===== src/sv/ipv4dq_pkg.sv =====
// ----------------------------------------------------------------------------
// ipv4dq_pkg
// Types and constants shared by the dotted-quad parser modules.
// ----------------------------------------------------------------------------
`default_nettype none

package ipv4dq_pkg;

  typedef enum logic [2:0] {
    ERR_NONE = 3'd0,
    ERR_CHAR = 3'd1,
    ERR_PART = 3'd2,
    ERR_MANY = 3'd3,
    ERR_BIG  = 3'd4,
    ERR_ZERO = 3'd5,
    ERR_FEW  = 3'd6
  } err_t;

  localparam logic [7:0] CHAR_DOT  = 8'h2E;
  localparam logic [7:0] CHAR_ZERO = 8'h30;
  localparam logic [7:0] CHAR_NINE = 8'h39;

  localparam logic [9:0] VALUE_SAT     = 10'd1023;
  localparam logic [9:0] OCTET_MAX     = 10'd255;
  localparam logic [9:0] TWO_DIGIT_MAX = 10'd99;
  localparam logic [9:0] ONE_DIGIT_MAX = 10'd9;
  localparam logic [2:0] DIGITS_SAT    = 3'd4;
  localparam logic [2:0] DIGITS_MAX    = 3'd3;
  localparam logic [2:0] PARTS_NEEDED  = 3'd4;

  localparam logic [7:0] OCTET_LOOPBACK  = 8'd127;
  localparam logic [7:0] OCTET_MULTICAST = 8'd224;

  typedef struct packed {
    logic [7:0] char_code;
    logic       is_last;
  } in_item_t;

  typedef struct packed {
    logic [9:0]  value;
    logic [2:0]  digits;
    logic [2:0]  count;
    logic [31:0] octets;
    err_t        err;
  } parse_state_t;

  typedef struct packed {
    logic        ok;
    err_t        error_cause;
    logic [31:0] address;
    logic        routable;
  } result_t;

endpackage

`default_nettype wire


===== src/sv/ipv4dq_if.sv =====
// ----------------------------------------------------------------------------
// ipv4dq interfaces
// Valid/ready channels for characters in and parse results out.
// ----------------------------------------------------------------------------
`default_nettype none

interface ipv4dq_in_if;
  logic       valid;
  logic       ready;
  logic [7:0] char_code;
  logic       is_last;

  modport source (output valid, output char_code, output is_last, input ready);
  modport sink   (input valid, input char_code, input is_last, output ready);
endinterface

interface ipv4dq_out_if;
  logic        valid;
  logic        ready;
  logic        ok;
  logic [2:0]  error_cause;
  logic [31:0] address;
  logic        routable;

  modport source (output valid, output ok, output error_cause, output address,
                  output routable, input ready);
  modport sink   (input valid, input ok, input error_cause, input address,
                  input routable, output ready);
endinterface

`default_nettype wire


===== src/sv/ipv4dq_in_reg.sv =====
// ----------------------------------------------------------------------------
// ipv4dq_in_reg
// Input register stage: holds one character until the parse stage takes it.
// ----------------------------------------------------------------------------
`default_nettype none

module ipv4dq_in_reg (
  input  wire logic                 clk,
  input  wire logic                 rst_n,
  ipv4dq_in_if.sink                 in_ch,
  input  wire logic                 take,
  output logic                      hold_valid,
  output ipv4dq_pkg::in_item_t      hold_item
);

  logic                 valid_r;
  logic                 valid_nxt;
  ipv4dq_pkg::in_item_t item_r;
  logic                 load;

  assign in_ch.ready = !valid_r || take;
  assign load        = in_ch.valid && in_ch.ready;

  always_comb begin
    valid_nxt = valid_r;
    if (load) begin
      valid_nxt = 1'b1;
    end else if (take) begin
      valid_nxt = 1'b0;
    end
  end

  always_ff @(posedge clk) begin
    if (!rst_n) begin
      valid_r <= 1'b0;
    end else begin
      valid_r <= valid_nxt;
    end
  end

  always_ff @(posedge clk) begin
    if (load) begin
      item_r.char_code <= in_ch.char_code;
      item_r.is_last   <= in_ch.is_last;
    end
  end

  assign hold_valid = valid_r;
  assign hold_item  = item_r;

endmodule

`default_nettype wire


===== src/sv/ipv4dq_step.sv =====
// ----------------------------------------------------------------------------
// ipv4dq_step
// Per-character parse update, end-of-string close and result formation.
// ----------------------------------------------------------------------------
`default_nettype none

module ipv4dq_step (
  input  wire ipv4dq_pkg::parse_state_t st,
  input  wire ipv4dq_pkg::in_item_t     item,
  output ipv4dq_pkg::parse_state_t      st_nxt,
  output ipv4dq_pkg::result_t           res
);

  function automatic ipv4dq_pkg::parse_state_t close_part(
    input ipv4dq_pkg::parse_state_t s
  );
    ipv4dq_pkg::parse_state_t n;
    n = s;
    if (s.err == ipv4dq_pkg::ERR_NONE) begin
      if (s.digits == 3'd0 || s.digits > ipv4dq_pkg::DIGITS_MAX) begin
        n.err = ipv4dq_pkg::ERR_PART;
      end else if (s.count >= ipv4dq_pkg::PARTS_NEEDED) begin
        n.err = ipv4dq_pkg::ERR_MANY;
      end else if (s.value > ipv4dq_pkg::OCTET_MAX) begin
        n.err = ipv4dq_pkg::ERR_BIG;
      end else if ((s.value <= ipv4dq_pkg::ONE_DIGIT_MAX && s.digits != 3'd1) ||
                   (s.value > ipv4dq_pkg::ONE_DIGIT_MAX &&
                    s.value <= ipv4dq_pkg::TWO_DIGIT_MAX && s.digits != 3'd2)) begin
        n.err = ipv4dq_pkg::ERR_ZERO;
      end else begin
        // The count is below four here, so its low two bits pick the octet.
        case (s.count[1:0])
          2'd0:    n.octets[31:24] = s.octets[31:24] | s.value[7:0];
          2'd1:    n.octets[23:16] = s.octets[23:16] | s.value[7:0];
          2'd2:    n.octets[15:8]  = s.octets[15:8]  | s.value[7:0];
          default: n.octets[7:0]   = s.octets[7:0]   | s.value[7:0];
        endcase
        n.value  = '0;
        n.digits = '0;
        n.count  = s.count + 3'd1;
      end
    end
    return n;
  endfunction

  function automatic ipv4dq_pkg::parse_state_t take_char(
    input ipv4dq_pkg::parse_state_t s,
    input logic [7:0]               ch
  );
    ipv4dq_pkg::parse_state_t n;
    logic [13:0]              v;
    n = s;
    // Times ten as x*8 + x*2; for a digit character the low nibble is its value.
    v = {1'b0, s.value, 3'b000} + {3'b000, s.value, 1'b0} + {10'd0, ch[3:0]};
    if (s.err == ipv4dq_pkg::ERR_NONE) begin
      if (ch == ipv4dq_pkg::CHAR_DOT) begin
        n = close_part(s);
      end else if (ch < ipv4dq_pkg::CHAR_ZERO || ch > ipv4dq_pkg::CHAR_NINE) begin
        n.err = ipv4dq_pkg::ERR_CHAR;
      end else begin
        n.value = (v > {4'd0, ipv4dq_pkg::VALUE_SAT}) ? ipv4dq_pkg::VALUE_SAT : v[9:0];
        if (s.digits < ipv4dq_pkg::DIGITS_SAT) begin
          n.digits = s.digits + 3'd1;
        end
      end
    end
    return n;
  endfunction

  ipv4dq_pkg::parse_state_t after_char;
  ipv4dq_pkg::parse_state_t at_end;
  logic [7:0]               first_octet;

  always_comb begin
    after_char = take_char(st, item.char_code);
    // The end of the string closes one more part, like a trailing dot.
    at_end = close_part(after_char);
    if (at_end.err == ipv4dq_pkg::ERR_NONE && at_end.count != ipv4dq_pkg::PARTS_NEEDED) begin
      at_end.err = ipv4dq_pkg::ERR_FEW;
    end

    res.ok          = (at_end.err == ipv4dq_pkg::ERR_NONE);
    res.error_cause = at_end.err;
    res.address     = res.ok ? at_end.octets : 32'd0;
    first_octet     = res.address[31:24];
    res.routable    = res.ok && first_octet != 8'd0 &&
                      first_octet != ipv4dq_pkg::OCTET_LOOPBACK &&
                      first_octet < ipv4dq_pkg::OCTET_MULTICAST;

    st_nxt = item.is_last ? '0 : after_char;
  end

endmodule

`default_nettype wire


===== src/sv/ipv4_dotted_quad_parser_unit.sv =====
// ----------------------------------------------------------------------------
// ipv4_dotted_quad_parser_unit
// Parses an IPv4 dotted-decimal address, one ASCII character per transfer.
// ----------------------------------------------------------------------------
// Characters enter on in_ch (valid/ready), one per transfer, with is_last set
// on the final character of each address string. Characters before the last
// produce nothing; the last one produces exactly one transfer on out_ch with
// ok, the first error cause, the address (zero unless ok) and a routable flag.
// A character is captured in an input register, then the combinational parse logic
// updates the running state and, for the last character, loads the result
// register. out_ch.valid rises once the last character has passed the input
// register and then the result register; one character is accepted every
// cycle, unless a final character waits for the result register to free.
// When out_ch stalls with a result waiting, further non-final characters keep
// flowing; a final character waits in the input register until the result
// register frees, and in_ch.ready drops only then. Synchronous reset (rst_n
// low) empties both registers and clears the parse state, so the next
// character starts a new string. After each string the state clears itself.
// ----------------------------------------------------------------------------
`default_nettype none

module ipv4_dotted_quad_parser_unit (
  input  wire logic     clk,
  input  wire logic     rst_n,
  ipv4dq_in_if.sink     in_ch,
  ipv4dq_out_if.source  out_ch
);

  logic                     hold_valid;
  ipv4dq_pkg::in_item_t     hold_item;
  logic                     advance;
  logic                     out_free;
  ipv4dq_pkg::parse_state_t st_r;
  ipv4dq_pkg::parse_state_t st_nxt;
  ipv4dq_pkg::result_t      step_res;
  ipv4dq_pkg::result_t      res_r;
  logic                     out_valid_r;
  logic                     out_valid_nxt;

  assign out_free = !out_valid_r || out_ch.ready;
  assign advance  = hold_valid && (!hold_item.is_last || out_free);

  ipv4dq_in_reg u_in_reg (
    .clk        (clk),
    .rst_n      (rst_n),
    .in_ch      (in_ch),
    .take       (advance),
    .hold_valid (hold_valid),
    .hold_item  (hold_item)
  );

  ipv4dq_step u_step (
    .st     (st_r),
    .item   (hold_item),
    .st_nxt (st_nxt),
    .res    (step_res)
  );

  always_comb begin
    out_valid_nxt = out_valid_r;
    if (advance && hold_item.is_last) begin
      out_valid_nxt = 1'b1;
    end else if (out_ch.ready) begin
      out_valid_nxt = 1'b0;
    end
  end

  always_ff @(posedge clk) begin
    if (!rst_n) begin
      st_r        <= '0;
      out_valid_r <= 1'b0;
    end else begin
      out_valid_r <= out_valid_nxt;
      if (advance) begin
        st_r <= st_nxt;
      end
    end
  end

  always_ff @(posedge clk) begin
    if (advance && hold_item.is_last) begin
      res_r <= step_res;
    end
  end

  assign out_ch.valid       = out_valid_r;
  assign out_ch.ok          = res_r.ok;
  assign out_ch.error_cause = res_r.error_cause;
  assign out_ch.address     = res_r.address;
  assign out_ch.routable    = res_r.routable;

  a_count_bound: assert property (@(posedge clk) disable iff (!rst_n)
    st_r.count <= ipv4dq_pkg::PARTS_NEEDED)
    else $error("part count beyond four");

  a_clear_after_last: assert property (@(posedge clk) disable iff (!rst_n)
    advance && hold_item.is_last |=> st_r == '0)
    else $error("parse state not cleared after final character");

  a_result_source: assert property (@(posedge clk) disable iff (!rst_n)
    $rose(out_valid_r) |-> $past(advance && hold_item.is_last))
    else $error("result appeared without a final character");

  a_ok_consistent: assert property (@(posedge clk) disable iff (!rst_n)
    out_valid_r |-> (res_r.ok == (res_r.error_cause == ipv4dq_pkg::ERR_NONE)) &&
                    (!res_r.routable || res_r.ok))
    else $error("result flags disagree with error cause");

  a_last_waits: assert property (@(posedge clk) disable iff (!rst_n)
    hold_valid && hold_item.is_last && out_valid_r && !out_ch.ready |-> !advance)
    else $error("final character processed while result slot is full");

endmodule

`default_nettype wire

===== src/flat_wrapper.sv =====
// flat-port wrapper written by rule: the top's interface ports become plain ports
module ipv4_dotted_quad_parser_unit_flat 
  (clk, rst_n, in_ch_valid, in_ch_char_code, in_ch_is_last, in_ch_ready, out_ch_valid, out_ch_ok, out_ch_error_cause, out_ch_address, out_ch_routable, out_ch_ready);
  ipv4dq_in_if in_ch_i ();
  ipv4dq_out_if out_ch_i ();
  input  wire logic clk;
  input  wire logic rst_n;
  input wire logic [$bits(in_ch_i.valid)-1:0] in_ch_valid;
  input wire logic [$bits(in_ch_i.char_code)-1:0] in_ch_char_code;
  input wire logic [$bits(in_ch_i.is_last)-1:0] in_ch_is_last;
  output wire logic [$bits(in_ch_i.ready)-1:0] in_ch_ready;
  output wire logic [$bits(out_ch_i.valid)-1:0] out_ch_valid;
  output wire logic [$bits(out_ch_i.ok)-1:0] out_ch_ok;
  output wire logic [$bits(out_ch_i.error_cause)-1:0] out_ch_error_cause;
  output wire logic [$bits(out_ch_i.address)-1:0] out_ch_address;
  output wire logic [$bits(out_ch_i.routable)-1:0] out_ch_routable;
  input wire logic [$bits(out_ch_i.ready)-1:0] out_ch_ready;
  assign in_ch_i.valid = in_ch_valid;
  assign in_ch_i.char_code = in_ch_char_code;
  assign in_ch_i.is_last = in_ch_is_last;
  assign in_ch_ready = in_ch_i.ready;
  assign out_ch_valid = out_ch_i.valid;
  assign out_ch_ok = out_ch_i.ok;
  assign out_ch_error_cause = out_ch_i.error_cause;
  assign out_ch_address = out_ch_i.address;
  assign out_ch_routable = out_ch_i.routable;
  assign out_ch_i.ready = out_ch_ready;
  ipv4_dotted_quad_parser_unit u_core (.clk(clk), .rst_n(rst_n), .in_ch(in_ch_i), .out_ch(out_ch_i));
endmodule

===== config.mk =====
export PLATFORM = sky130hd
export DESIGN_NAME = ipv4_dotted_quad_parser_unit_flat
export DESIGN_NICKNAME = d
export VERILOG_FILES = /design/src/sv/ipv4dq_pkg.sv /design/src/sv/ipv4dq_if.sv /design/src/sv/ipv4dq_in_reg.sv /design/src/sv/ipv4dq_step.sv /design/src/sv/ipv4_dotted_quad_parser_unit.sv /design/src/flat_wrapper.sv
export SDC_FILE = /design/constraint.sdc
export NUM_CORES = 1
export LEC_CHECK = 0
export BUFFER_PORTS_ARGS = -buffer_cell sky130_fd_sc_hd__buf_2
export CAP_MARGIN = 5
export CORE_MARGIN = 1.5
export CORE_UTILIZATION = 55
export DETAILED_ROUTE_END_ITERATION = 10
export GPL_ROUTABILITY_DRIVEN = 1
export PLACE_DENSITY = 0.75
export SYNTH_ARGS = -nofsm -noshare
export SYNTH_HDL_FRONTEND = slang
export SYNTH_SLANG_ARGS = --single-unit

===== constraint.sdc =====
create_clock -name clk -period 11.8 [get_ports clk]
set_input_delay 1.18 -clock clk [delete_from_list [all_inputs] [get_ports clk]]
set_output_delay 1.18 -clock clk [all_outputs]
set_load 0.03 [all_outputs]

# After elaboration in Yosys (flattened, before gate mapping)
# Cells that the tools add are included.
[totals]
elab_cells = 132
in_bits = 13
out_inout_bits = 39
ff_bits = 99
[classes]
muxes = 40
eq_ne = 11
n_reduce_logical = 37
bitwise_logic = 8
magnitude_cmp = 17
add_sub_neg = 5
[op_table]
columns = ["cell", "count"]
rows = [
  ["48-bit 2-to-1 mux", 4],
  ["35-bit 2-to-1 mux", 5],
  ["51-bit 2-to-1 mux", 2],
  ["8-bit 2-to-1 mux", 8],
  ["8-bit OR", 8],
  ["38-bit 2-to-1 mux", 1],
  ["3-bit 2-to-1 mux", 12],
  ["32-bit 2-to-1 mux", 1],
  ["13-bit 2-to-1 mux", 2],
  ["10-bit by 4-bit > comparator with 1-bit output, second input constant", 2],
  ["10-bit by 8-bit > comparator with 1-bit output, second input constant", 2],
  ["10-bit by 4-bit <= comparator with 1-bit output, second input constant", 2],
  ["10-bit by 7-bit <= comparator with 1-bit output, second input constant", 2],
  ["3-bit zero test", 6],
  ["13-bit by 11-bit adder with 14-bit output", 1],
  ["14-bit by 4-bit adder with 14-bit output", 1],
  ["14-bit by 10-bit > comparator with 1-bit output, second input constant", 1],
  ["1-bit logical AND", 13],
  ["10-bit 2-to-1 mux", 1],
  ["3-bit by 1-bit adder with 3-bit output, second input constant", 3],
  ["8-bit by 6-bit equality test with 1-bit output, second input constant", 1],
  ["8-bit by 6-bit > comparator with 1-bit output, second input constant", 1],
  ["1-bit logical OR", 8],
  ["8-bit by 6-bit less-than comparator with 1-bit output, second input constant", 1],
  ["other kinds (16)", 30],
]

# Logic depth before layout (Yosys ltp)
# Gate-level depths: netlist (run 1).
[logic_depth]
word_depth = 28
ltp_mapped = 18
depth_no_buf = 16

# Hierarchy
# A second synthesis (run 1) with hierarchy kept.
[unflattened]
cells_unflattened = 716
hier_area_um2 = 6386.1
[by_module_without_submodules]
columns = ["module", "seq_area_each_um2", "cells_per_inst", "area_per_inst_um2", "n_inst"]
rows = [
  ["ipv4_dotted_quad_parser_unit", 2152.1, 264, 3250.6, 1],
  ["ipv4dq_step", 0.0, 438, 2807.7, 1],
  ["ipv4dq_in_reg", 290.3, 14, 327.8, 1],
]

# Worst setup path before layout (run 1)
# No wires, ideal clock.
[synth_path]
kind = "register to register"
start = "register u_core.st_r[43] (netlist bit)"
end = "register u_core.res_r (netlist bit u_core.out_ch.address[17]) (data pin)"
path_stages_with_launch = 18
n_path_buf = 3
required_time_ps = 11660
setup_time_ps = 140
setup_slack_ps = 7499
t_arrival_ps = 4161
synth_period_minus_slack_ps = 4301
cell_sequence = "dfxtp_1 -> clkbuf_1 -> inv_1 -> fa_1 -> fa_1 -> nand2b_1 -> a21o_1 -> a21o_1 -> a32o_1 -> and4_1 -> buf_6 -> a31oi_1 -> o311a_1 -> o2bb2ai_4 -> a21boi_4 -> buf_2 -> nand3_1 -> a21oi_2"
[synth_between]
elab_chain_cells = 23
elab_cells_between_ends = 58
cone_classes = "3 x add/sub; 11 x order compare; 4 x eq/ne; 25 x mux; 1 x bitwise; 14 x reduce/logical"
[synth_rtl]
columns = ["item", "line_no", "source"]
rows = [
  ["start: declaration", "ipv4_dotted_quad_parser_unit.sv:33", "ipv4dq_pkg::parse_state_t st_r;"],
  ["start signal: assignment", "ipv4_dotted_quad_parser_unit.sv:75", "st_r <= st_nxt;"],
  ["parallel branches: the longest is 9 deep, another holds 13-bit by 11-bit adder with 14-bit output", "n/a", ""],
  ["51-bit 2-to-1 mux *", "ipv4dq_step.sv:55", "if (s.err == ipv4dq_pkg::ERR_NONE) begin"],
  ["10-bit by 4-bit > comparator with 1-bit output or 10-bit by 7-bit <= comparator with 1-bit output (tied branches)", "ipv4dq_step.sv:27, ipv4dq_step.sv:28", ""],
  ["1-bit logical AND", "ipv4dq_step.sv:27", "(s.value > ipv4dq_pkg::ONE_DIGIT_MAX &&"],
  ["1-bit logical AND", "ipv4dq_step.sv:28", "s.value <= ipv4dq_pkg::TWO_DIGIT_MAX && s.digits != 3'd2)) begin"],
  ["1-bit logical OR", "ipv4dq_step.sv:26", "end else if ((s.value <= ipv4dq_pkg::ONE_DIGIT_MAX && s.digits != 3'd1) ||"],
  ["35-bit 2-to-1 mux or 3-bit 2-to-1 mux (tied branches)", "ipv4dq_step.sv:26", ""],
  ["35-bit 2-to-1 mux or 3-bit 2-to-1 mux (tied branches)", "ipv4dq_step.sv:24", "end else if (s.value > ipv4dq_pkg::OCTET_MAX) begin"],
  ["35-bit 2-to-1 mux or 3-bit 2-to-1 mux (tied branches)", "ipv4dq_step.sv:22", "end else if (s.count >= ipv4dq_pkg::PARTS_NEEDED) begin"],
  ["35-bit 2-to-1 mux or 3-bit 2-to-1 mux (tied branches)", "ipv4dq_step.sv:20", "if (s.digits == 3'd0 || s.digits > ipv4dq_pkg::DIGITS_MAX) begin"],
  ["38-bit 2-to-1 mux *", "ipv4dq_step.sv:19", "if (s.err == ipv4dq_pkg::ERR_NONE) begin"],
  ["3-bit != test or 3-bit zero test (tied branches)", "ipv4dq_step.sv:78", "if (at_end.err == ipv4dq_pkg::ERR_NONE && at_end.count != ipv4dq_pkg::PARTS_NEEDED) begin"],
  ["1-bit logical AND", "ipv4dq_step.sv:78", ""],
  ["3-bit 2-to-1 mux", "ipv4dq_step.sv:78", ""],
  ["3-bit zero test", "ipv4dq_step.sv:82", "res.ok = (at_end.err == ipv4dq_pkg::ERR_NONE);"],
  ["end signal: assignment", "ipv4_dotted_quad_parser_unit.sv:82", "res_r <= step_res;"],
  ["end: declaration", "ipv4_dotted_quad_parser_unit.sv:36", "ipv4dq_pkg::result_t res_r;"],
]
# Every way passes the cells marked *.
# A chain may end at the register's enable or synchronous reset.

==> results.json, run 1 <==
{
  "ys.flop_type": "dfxtp_1",
  "cp-end-kind": "flop",
  "p_switching_uw": 161,
  "coreArea_mm2": 0.0102,
  "portBuffers": 51,
  "holdCritPathClass": "reg -> reg",
  "power.share.sequential_pct": 59.1,
  "combPwrFrac_pct": 5.4,
  "route.detailed.drc": 0,
  "cap_violations": 0,
  "drv_slew": 0,
  "yosysMostFrequentCell": "a21oi_1",
  "setup_slack_ns": 6.14,
  "cts_tree": "done",
  "post_cts_buffers": 0,
  "finalSetupViolations": 0,
  "area_delta_synth_final_pct": 7.93,
  "firstDrtPassIters": 5,
  "synth_seq_area_share_pct": 42.6,
  "yosysUniqueCellTypes": 71,
  "syn_avg_cell_area_um2": 9.44,
  "synth-seq-cells": 99,
  "crit_required_ns": 12.00,
  "tns_ns": 0,
  "synth_top_cell_area_share_pct": 24.1,
  "insertion_delay_ns": 0.38,
  "cp_slowest_stage_delay_ns": 0.68,
  "pwr-share-clk_pct": 35.5,
  "drt-total-wl_mm": 14.5,
  "ctsResizeCount": 0,
  "syn_inst": 607,
  "finalCriticalPeriod_ns": 5.66,
  "cp_cell_sequence": "inv_1 > fa_1 > fa_1 > nand2b_1 > a21o_1 > a21o_1 > a32o_1 > and4_1 > a31oi_1 > o311a_1 > o2bb2ai_4 > a21boi_4 > nand3_4 > a311oi_2",
  "clkSlewWorstSetupHoldPaths_ns": 0.10,
  "yosys.area.top_type": "edfxtp_1",
  "gp_congestion": 0.906,
  "power_density_mw_per_mm2": 99.5,
  "fmax_mhz": 177,
  "layout-drive-gt1-share_pct": 18.0,
  "syn_area_mm2": 0.00573,
  "grt_start_max_net_pins": 40,
  "clock_sinks": 99,
  "rsz0062_at_grt": "no",
  "htree_levels": 3,
  "synth_warnings": 0,
  "via_per_inst": 6.26,
  "antennaDiodeCount": 0,
  "grt_pass1_vias": 4609,
  "track_usage_pct": 27.2,
  "outcome": "complete, no violations",
  "clockBufferDepth": 2,
  "p_sw_share_pct": 26.2,
  "rows": 37,
  "wl_per_cell_um": 18.9,
  "path_max_fanout": 34,
  "arrival_ns": 5.86,
  "start_util_pct": 56.0,
  "fin_util_pct": 60.5,
  "die_area_mm2": 0.0110,
  "p_leak_uw": 0.00231,
  "cts-root-buf": "clkbuf_8",
  "worst_pin_slew_ns": 1.04,
  "slowest_stage": "dfxtp_1",
  "fin_skew_ns": 0.0240,
  "pre_cts_ws_ns": 6.24,
  "intPower_uw": 454,
  "ant_nets": 0,
  "netlist_top_cells_area": "edfxtp_1 24%, dfxtp_1 19%, ha_1 7.2%",
  "vias": 4816,
  "relSlewSlack_pct": 30.4,
  "num-fill-cells": 889,
  "peakVddDrop_v": 0.0000584,
  "grt_pass1_wl_mm": 23.7,
  "ctsHoldBuffers": 0,
  "reg2reg_slack_ns": 6.14,
  "path_class": "reg -> reg",
  "synth_nets": 655,
  "startpoint_type": "flop",
  "fp.dieW_um": 105,
  "dp_hpwl_mm": 9.94,
  "antenna_found_initial": 0,
  "min_period_over_period_pct": 48.0,
  "io-pin-count": 52,
  "overflow": 0,
  "synth_edf_count": 46,
  "async_reset_ff_share_pct": 0,
  "layout.nets": 676,
  "numCtsBuffers": 9,
  "die_h_um": 105,
  "synth_common_cells": "58 x a21oi_1, 55 x nor2_1, 53 x dfxtp_1, 46 x edfxtp_1, 37 x nand2_1",
  "hold_viol_final": 0,
  "drtIter0Drc": 435
}
==> placed cells by master, fill, tap and decap left out, drive strengths merged, types with 16 or more instances in the layout <==
cell type / netlist / routed
a21oi: 80 / 80
nor2: 55 / 55
buf: 13 / 55
dfxtp: 53 / 53
edfxtp: 46 / 46
a31oi: 39 / 39
nand2: 38 / 38
ha: 33 / 33
nand3: 25 / 25
inv: 21 / 23
nor2b: 17 / 17
nor3: 16 / 16
==> layer usage <==
layer | wire length [um] | global-route usage (%) | part of all wire, %
met1 | 6260 | 38.0 | 43
met2 | 6770 | 42.9 | 47
met3 | 1210 | 4.24 | 8.3
met4 | 283 | 9.59 | 1.9
met5 | 0 | 0 | 0
==> worst paths after layout <==
kind                                 from                                to  cells after the start
max          u_core.st_r[43]$_SDFFE_PN0P_  u_core.out_ch.routable$_DFFE_PP_                     14
min          u_core.st_r[32]$_SDFFE_PN0P_      u_core.st_r[32]$_SDFFE_PN0P_                      2
max reg2reg  u_core.st_r[43]$_SDFFE_PN0P_  u_core.out_ch.routable$_DFFE_PP_                     14
min reg2reg  u_core.st_r[32]$_SDFFE_PN0P_      u_core.st_r[32]$_SDFFE_PN0P_                      2
==> critical path: cells and delay by family (launching register included) <==
| kind | cells | cell delay (ns) |
|---|---|---|
| AOI/OAI and AO/OA | 8 | 2.60 |
| adders and majority gates | 2 | 1.00 |
| buffers and inverters | 1 | 0.13 |
| DFF | 1 | 0.68 |
| and+or+nand+nor | 3 | 1.04 |
==> through the flow <==
step / instances / area [um2] / power (uW) / hold slack [ns]
floorplan: 607 / 5730 / 394 / 0.437
global placement: 753 / 5980 / 403 / 0.448
finish: 769 / 6180 / 615 / 0.479
global route: 769 / 6180 / 634 / 0.510
detailed placement: 753 / 5980 / 404 / 0.456
CTS: 769 / 6180 / 617 / 0.478
==> registers in the layout, summed over array words and instances, names as in the netlist <==
register and count:
u_core.u_in_reg.hold_valid 1, u_core.out_ch.ok 1, u_core.out_ch.address 32, u_core.out_ch.valid 1, u_core.u_in_reg.hold_item 9, u_core.st_r 51
u_core.out_ch.routable 1, u_core.out_ch.error_cause 3
==> area by class of cell <==
class / count / area (um2) / share of cell area, %
repair buffers: 55 / 285 / 4.61
clock buffers: 9 / 124 / 2.00
multi-input cells: 442 / 3000 / 48.6
clock inverters: 7 / 80.1 / 1.29
inverters: 21 / 78.8 / 1.27
flip-flops and latches: 99 / 2440 / 39.5
well taps: 136 / 170 / 2.75
==> cells by family after synthesis <==
group                      count (synthesis)  share of synthesized area (%)
buffers and inverters                     66                           5.07
adders and majority gates                 35                           7.90
and+or+nand+nor                          207                           18.9
DFF                                       99                           42.6
xor gates and xnor gates                   8                           1.22
AOI/OAI and AO/OA                        192                           24.3
==> power by group through the flow <==
stage               logic (uW)  clock network [uW]  registers, uW
floorplan                 21.9                   0            372
global placement          32.2                   0            371
detailed placement        32.9                   0            371
CTS                       33.0                 220            364
global route              36.0                 234            364
finish                    33.3                 219            364
Power figures use the tool's default switching activity.
==> run 2: changes to the inputs <==
Settings changed: CORE_UTILIZATION 55 to 54, PLACE_DENSITY 0.75 to 0.76.
Clock period 11.8 ns to 4.8 ns, I/O delays scaled along.
==> run 2 against run 1 <==
Combinational power up 150%. Hold slack worse by 0.21 ns. Routed wire length down 1.2%. Sequential power up 150%. Flip-flop and latch count unchanged. Worst setup slack worse by 5.9 ns. Critical path depth unchanged. Critical endpoint unchanged. Largest power group unchanged.
==> results.json, run 2 (synthesized netlist as in run 1, its figures left out) <==
{
  "start_util_pct": 55.5,
  "area_delta_synth_final_pct": 10.0,
  "grt_pass1_wl_mm": 23.0,
  "clkSlewWorstSetupHoldPaths_ns": 0.11,
  "clockBufferDepth": 2,
  "power_density_mw_per_mm2": 242,
  "min_period_over_period_pct": 94.1,
  "peakVddDrop_v": 0.000127,
  "clock_sinks": 99,
  "crit_required_ns": 4.92,
  "drt-total-wl_mm": 14.3,
  "post_cts_buffers": 0,
  "fin_skew_ns": 0.0155,
  "track_usage_pct": 26.2,
  "worst_pin_slew_ns": 0.962,
  "path_max_fanout": 10,
  "hold-path-endpoint": "u_core.u_in_reg.hold_item[8]$_DFFE_PP_",
  "rows": 37,
  "largest_reg_flops": 51,
  "coreArea_mm2": 0.0103,
  "hold_viol_final": 0,
  "relSlewSlack_pct": 35.6,
  "finalCriticalPeriod_ns": 4.52,
  "fp.dieW_um": 106,
  "fin_util_pct": 61.1,
  "route.detailed.drc": 0,
  "io-pin-count": 52,
  "stdcell_count": 784,
  "p_leak_uw": 0.00239,
  "finalSetupViolations": 0,
  "die_area_mm2": 0.0112,
  "cts_tree": "done",
  "fmax_mhz": 221,
  "cts-root-buf": "clkbuf_8",
  "antenna_found_initial": 0,
  "path_class": "reg -> reg",
  "hp-start": "in_ch_char_code[7]",
  "post-place-cells": 768,
  "whs_ns": 0.273,
  "drv_slew": 0,
  "via_per_inst": 6.21,
  "reg2reg_depth": 14,
  "numCtsBuffers": 9,
  "drtIter0Drc": 391,
  "antennaDiodeCount": 0,
  "ant_nets": 0,
  "gp_congestion": 0.944,
  "rr_endpoint": "u_core.out_ch.routable$_DFFE_PP_",
  "tns_ns": 0,
  "regToRegStartpoint": "u_core.u_in_reg.hold_item[4]$_DFFE_PP_",
  "layout.nets": 691,
  "htree_levels": 3,
  "portBuffers": 51,
  "wl_per_cell_um": 18.3,
  "die_h_um": 106,
  "mostFrequentLayoutCells": "58 x a21oi_1, 55 x nor2_1, 53 x dfxtp_1, 51 x buf_2, 46 x edfxtp_1",
  "cap_violations": 0,
  "vias": 4870,
  "grt_start_max_net_pins": 40,
  "overflow": 0,
  "insertion_delay_ns": 0.37,
  "largest_register": "u_core.st_r",
  "layout-drive-gt1-share_pct": 20.2,
  "arrival_ns": 4.63,
  "grt_pass1_vias": 4610,
  "reg2reg_slack_ns": 0.28,
  "outcome": "complete, no violations",
  "firstDrtPassIters": 5,
  "hold_depth": 1,
  "startpoint_type": "flop",
  "dp_hpwl_mm": 10.1,
  "final_common_cell": "a21oi_1",
  "rsz0062_at_grt": "no",
  "holdCritPathClass": "in -> reg",
  "cp-end-kind": "flop",
  "num-fill-cells": 868
}
## run 2: worst max-delay path, stage by stage (launching register included)
cell       delay [ns]
edfxtp_1         0.45
inv_1            0.10
fa_1             0.45
fa_1             0.47
nand2b_1         0.18
a21o_1           0.20
a21o_1           0.18
a32o_1           0.22
and4_2           0.31
a31oi_1          0.60
o311a_1          0.28
o2bb2ai_4        0.09
a21oi_2          0.39
a221o_1          0.25
a311oi_2         0.09
## run 2: worst max path at each step
stage	from	endpoint	slack (ns)	cells after the start
finish	u_core.u_in_reg.hold_item[4]$_DFFE_PP_	u_core.out_ch.routable$_DFFE_PP_	0.28	14
global route	u_core.u_in_reg.hold_item[4]$_DFFE_PP_	u_core.out_ch.address[22]$_SDFFCE_PP0P_	0.02	16
CTS	u_core.u_in_reg.hold_item[4]$_DFFE_PP_	u_core.out_ch.address[9]$_SDFFCE_PP0P_	0.16	15
detailed placement	u_core.u_in_reg.hold_item[4]$_DFFE_PP_	u_core.out_ch.address[9]$_SDFFCE_PP0P_	0.21	15
global placement	u_core.u_in_reg.hold_item[4]$_DFFE_PP_	u_core.out_ch.routable$_DFFE_PP_	0.18	14
floorplan	u_core.st_r[43]$_SDFFE_PN0P_	u_core.out_ch.address[17]$_SDFFCE_PP0P_	0.50	17
## run 2: area by class of cell
class	instances	area, um2	share of cell area (%)
multi-input combinational	442	3010	47.8
clock buffer	9	124	1.96
sequential	99	2440	38.7
timing repair buffer	70	398	6.31
inverter	21	78.8	1.25
tap	136	170	2.70
clock inverter	7	80.1	1.27
## run 2: what timing repair did
item	4_1_cts	5_1_grt
hold buffers	0	0
resized for setup	0	2
setup endpoints to repair	0	28
## run 2: layer usage
metal	GRT usage, %	routed length, um
met5	0	0
met2	42.1	6580
met1	36.3	6470
met3	3.99	1030
met4	8.78	255
## run 2: where the power goes
group	switching, uW	internal, uW
registers	5.91	887
clock network	340	206
logic	58.7	24.2
## run 2: stage by stage
step | power [uW] | setup WS [ns] | instance area [um2]
3_3_place_gp | 992 | 0.179 | 6090
4_1_cts | 1530 | 0.163 | 6300
3_5_place_dp | 995 | 0.209 | 6090
6_report | 1520 | 0.281 | 6300
5_1_grt | 1560 | 0.0243 | 6300
2_1_floorplan | 968 | 0.499 | 5730
==> run 3: changes to the inputs <==
Settings changed: CORE_UTILIZATION 54 to 55, PLACE_DENSITY 0.76 to 0.77, SYNTH_HIERARCHICAL from default to 1.
==> run 3 against run 2 <==
Worst setup slack worse by 0.12 ns. Core utilization is 2.0 points higher. Area after synthesis is 11% higher. Critical path depth stayed put. Largest cell class unchanged. Register-to-register slack worse by 0.12 ns. Die area is 9.1% higher. Maximum frequency is 2.7% lower. First-iteration DRC count grew to 2.7 times the previous value. Hold slack better by 0.030 ns. Non-clock buffer count is 16 higher. Largest power group unchanged. Sequential power is 2% higher. Highest routed layer unchanged. Clock skew is 0.0068 ns lower.
==> results.json, run 3 <==
{
  "syn_avg_cell_area_um2": 8.92,
  "wl_per_cell_um": 19.0,
  "worst_pin_slew_ns": 0.922,
  "min_period_over_period_pct": 96.7,
  "cap_violations": 0,
  "path_max_fanout": 8,
  "outcome": "complete, no violations",
  "drv_slew": 0,
  "cp-endpoint": "u_core/out_ch.routable$_DFFE_PP_",
  "synth-seq-cells": 99,
  "yosysUniqueCellTypes": 79,
  "holdCritPathClass": "in -> reg",
  "finalCriticalPeriod_ns": 4.64,
  "coreArea_mm2": 0.0114,
  "ctsHoldBuffers": 0,
  "grt_pass1_wl_mm": 27.8,
  "ant_nets": 0,
  "worst-path-buf-inv": 1,
  "mostFrequentLayoutCells": "116 x nand2_1, 65 x nor2_1, 54 x mux2i_1, 53 x dfxtp_1",
  "via_per_inst": 6.48,
  "numCtsBuffers": 9,
  "cp-end-kind": "flop",
  "largest_register": "u_core/st_r",
  "hold_depth": 1,
  "cts-root-buf": "clkbuf_16",
  "rows": 39,
  "yosys.area.top_type": "edfxtp_1",
  "antenna_found_initial": 0,
  "finalSetupViolations": 0,
  "synth_edf_count": 46,
  "hold_viol_final": 0,
  "cp_slowest_stage_delay_ns": 0.53,
  "drt-total-wl_mm": 17.3,
  "ys.flop_type": "dfxtp_1",
  "arrival_ns": 4.73,
  "synth_common_cells": "116 x nand2_1, 66 x nor2_1, 54 x mux2i_1, 53 x dfxtp_1, 51 x a21oi_1",
  "antennaDiodeCount": 0,
  "portBuffers": 51,
  "cp.depth": 14,
  "crit_path_start": "u_core/u_in_reg/hold_item[4]$_DFFE_PP_",
  "reg2reg_slack_ns": 0.16,
  "num-fill-cells": 902,
  "cpMostUsedCell": "fa_1",
  "relSlewSlack_pct": 38.5,
  "layout.nets": 812,
  "grt_pass1_vias": 5620,
  "fmax_mhz": 215,
  "route.detailed.drc": 0,
  "power_density_mw_per_mm2": 264,
  "synth_nets": 764,
  "cts_tree": "done",
  "die_area_mm2": 0.0123,
  "gp_congestion": 1.02,
  "synth_warnings": 6,
  "slowest_stage": "or4_1",
  "vias": 5910,
  "startpoint_type": "flop",
  "clockBufferDepth": 2,
  "firstDrtPassIters": 6,
  "regToRegStartpoint": "u_core/u_in_reg/hold_item[4]$_DFFE_PP_",
  "insertion_delay_ns": 0.35,
  "start_util_pct": 56.2,
  "reg2reg_depth": 14,
  "power_uw": 1890,
  "layout-drive-gt1-share_pct": 17.2,
  "p_leak_uw": 0.00276,
  "fp.dieW_um": 111,
  "critical-path-top-delay-family": "compound AO/OA/AOI/OAI gates",
  "synth_top_cell_area_share_pct": 21.6,
  "track_usage_pct": 28.2,
  "fin_skew_ns": 0.00863,
  "rr_endpoint": "u_core/out_ch.routable$_DFFE_PP_",
  "dp_hpwl_mm": 11.7,
  "crit_required_ns": 4.89,
  "final_common_cell": "nand2_1",
  "drtIter0Drc": 1054,
  "die_h_um": 111,
  "path_class": "reg -> reg",
  "clkSlewWorstSetupHoldPaths_ns": 0.07,
  "clock_sinks": 99,
  "syn_area_mm2": 0.00639,
  "overflow": 0,
  "cp_cell_sequence": "inv_1 > fa_1 > fa_1 > nor2b_1 > o31ai_2 > nand2_1 > a2111oi_4 > or4_1 > o21a_1 > nor3_1 > a31oi_4 > a211oi_4 > a31oi_1 > o41a_1",
  "netlist_top_cells_area": "edfxtp_1 22%, dfxtp_1 17%, mux2i_1 8.5%",
  "synth_seq_area_share_pct": 38.2,
  "peakVddDrop_v": 0.000300,
  "fin_util_pct": 63.1,
  "largest_reg_flops": 51,
  "yosysMostFrequentCell": "nand2_1",
  "htree_levels": 3,
  "async_reset_ff_share_pct": 0,
  "area_delta_synth_final_pct": 12.3,
  "io-pin-count": 52,
  "grt_start_max_net_pins": 57,
  "syn_inst": 716
}
## run 3: changes by cell type after synthesis, moves of 11 or more
cell / previous run / this run
nand2_1: 37 / 116
mux2i_1: 0 / 54
a21oi_2: 22 / 0
clkbuf_1: 32 / 19
and2_1: 12 / 1
nand3_1: 24 / 35
nor2_1: 55 / 66
## run 3: cell families (layout without fill, tap and decap cells)
family          Yosys count  after routing  synth area share (%)
simple gates            277            278                  20.4
compound gates          170            170                  18.5
flops                    99             99                  38.2
buf+inv                  75            127                  6.54
mux                      54             54                  8.46
fa+ha+maj                35             35                  7.09
xor+xnor                  6              6                 0.823
## run 3: layout make-up
| type | count | area, um2 | share of cell area, % |
|---|---|---|---|
| multi-input combinational | 543 | 3590 | 50.1 |
| inverter | 25 | 93.8 | 1.31 |
| tap | 143 | 179 | 2.50 |
| sequential | 99 | 2440 | 34.1 |
| clock buffer | 9 | 225 | 3.14 |
| clock inverter | 7 | 113 | 1.57 |
| timing repair buffer | 86 | 522 | 7.28 |
## run 3: repair_timing
item | CTS | global route
setup endpoints to repair | 27 | 27
pin swaps | 0 | 3
resized for setup | 1 | 5
setup buffers | 0 | 2
gates cloned | 0 | 1
## run 3: routing by layer
layer  vias up  part of all wire, %  global-route usage, %
li1       2697                    -                      -
met3        97                  9.3                   5.52
met1      2735                   39                   35.2
met2       381                   46                   46.5
met4         0                  5.8                   14.8
met5         -                    0                      0
## run 3: worst min path at each step
stage                                      start                                endpoint  slack, ns
finish                        in_ch_char_code[0]  u_core/u_in_reg/hold_item[1]$_DFFE_PP_       0.30
global route                  in_ch_char_code[7]  u_core/u_in_reg/hold_item[8]$_DFFE_PP_       0.29
CTS                           in_ch_char_code[3]  u_core/u_in_reg/hold_item[4]$_DFFE_PP_       0.29
detailed placement   u_core/st_r[4]$_SDFFE_PN0P_             u_core/st_r[4]$_SDFFE_PN0P_       0.45
global placement     u_core/st_r[3]$_SDFFE_PN0P_             u_core/st_r[3]$_SDFFE_PN0P_       0.44
floorplan           u_core/st_r[10]$_SDFFE_PN0P_            u_core/st_r[10]$_SDFFE_PN0P_       0.43
## run 3: power by group
| group | internal, uW | switching (uW) | total [uW] |
|---|---|---|---|
| combinational | 54.6 | 120 | 174 |
| clock | 467 | 338 | 804 |
| sequential | 903 | 8.42 | 911 |
## run 3: metrics by stage
stage / area, um2 / instances / hold slack (ns) / setup slack, ns / TNS [ns]
finish: 7170 / 912 / 0.303 / 0.156 / 0
global route: 7170 / 912 / 0.294 / -0.0477 / -0.118
CTS: 7100 / 909 / 0.294 / 0.101 / 0
detailed placement: 6750 / 893 / 0.447 / -0.134 / -1.53
global placement: 6750 / 893 / 0.441 / 0.143 / 0
floorplan: 6390 / 716 / 0.434 / 0.315 / 0
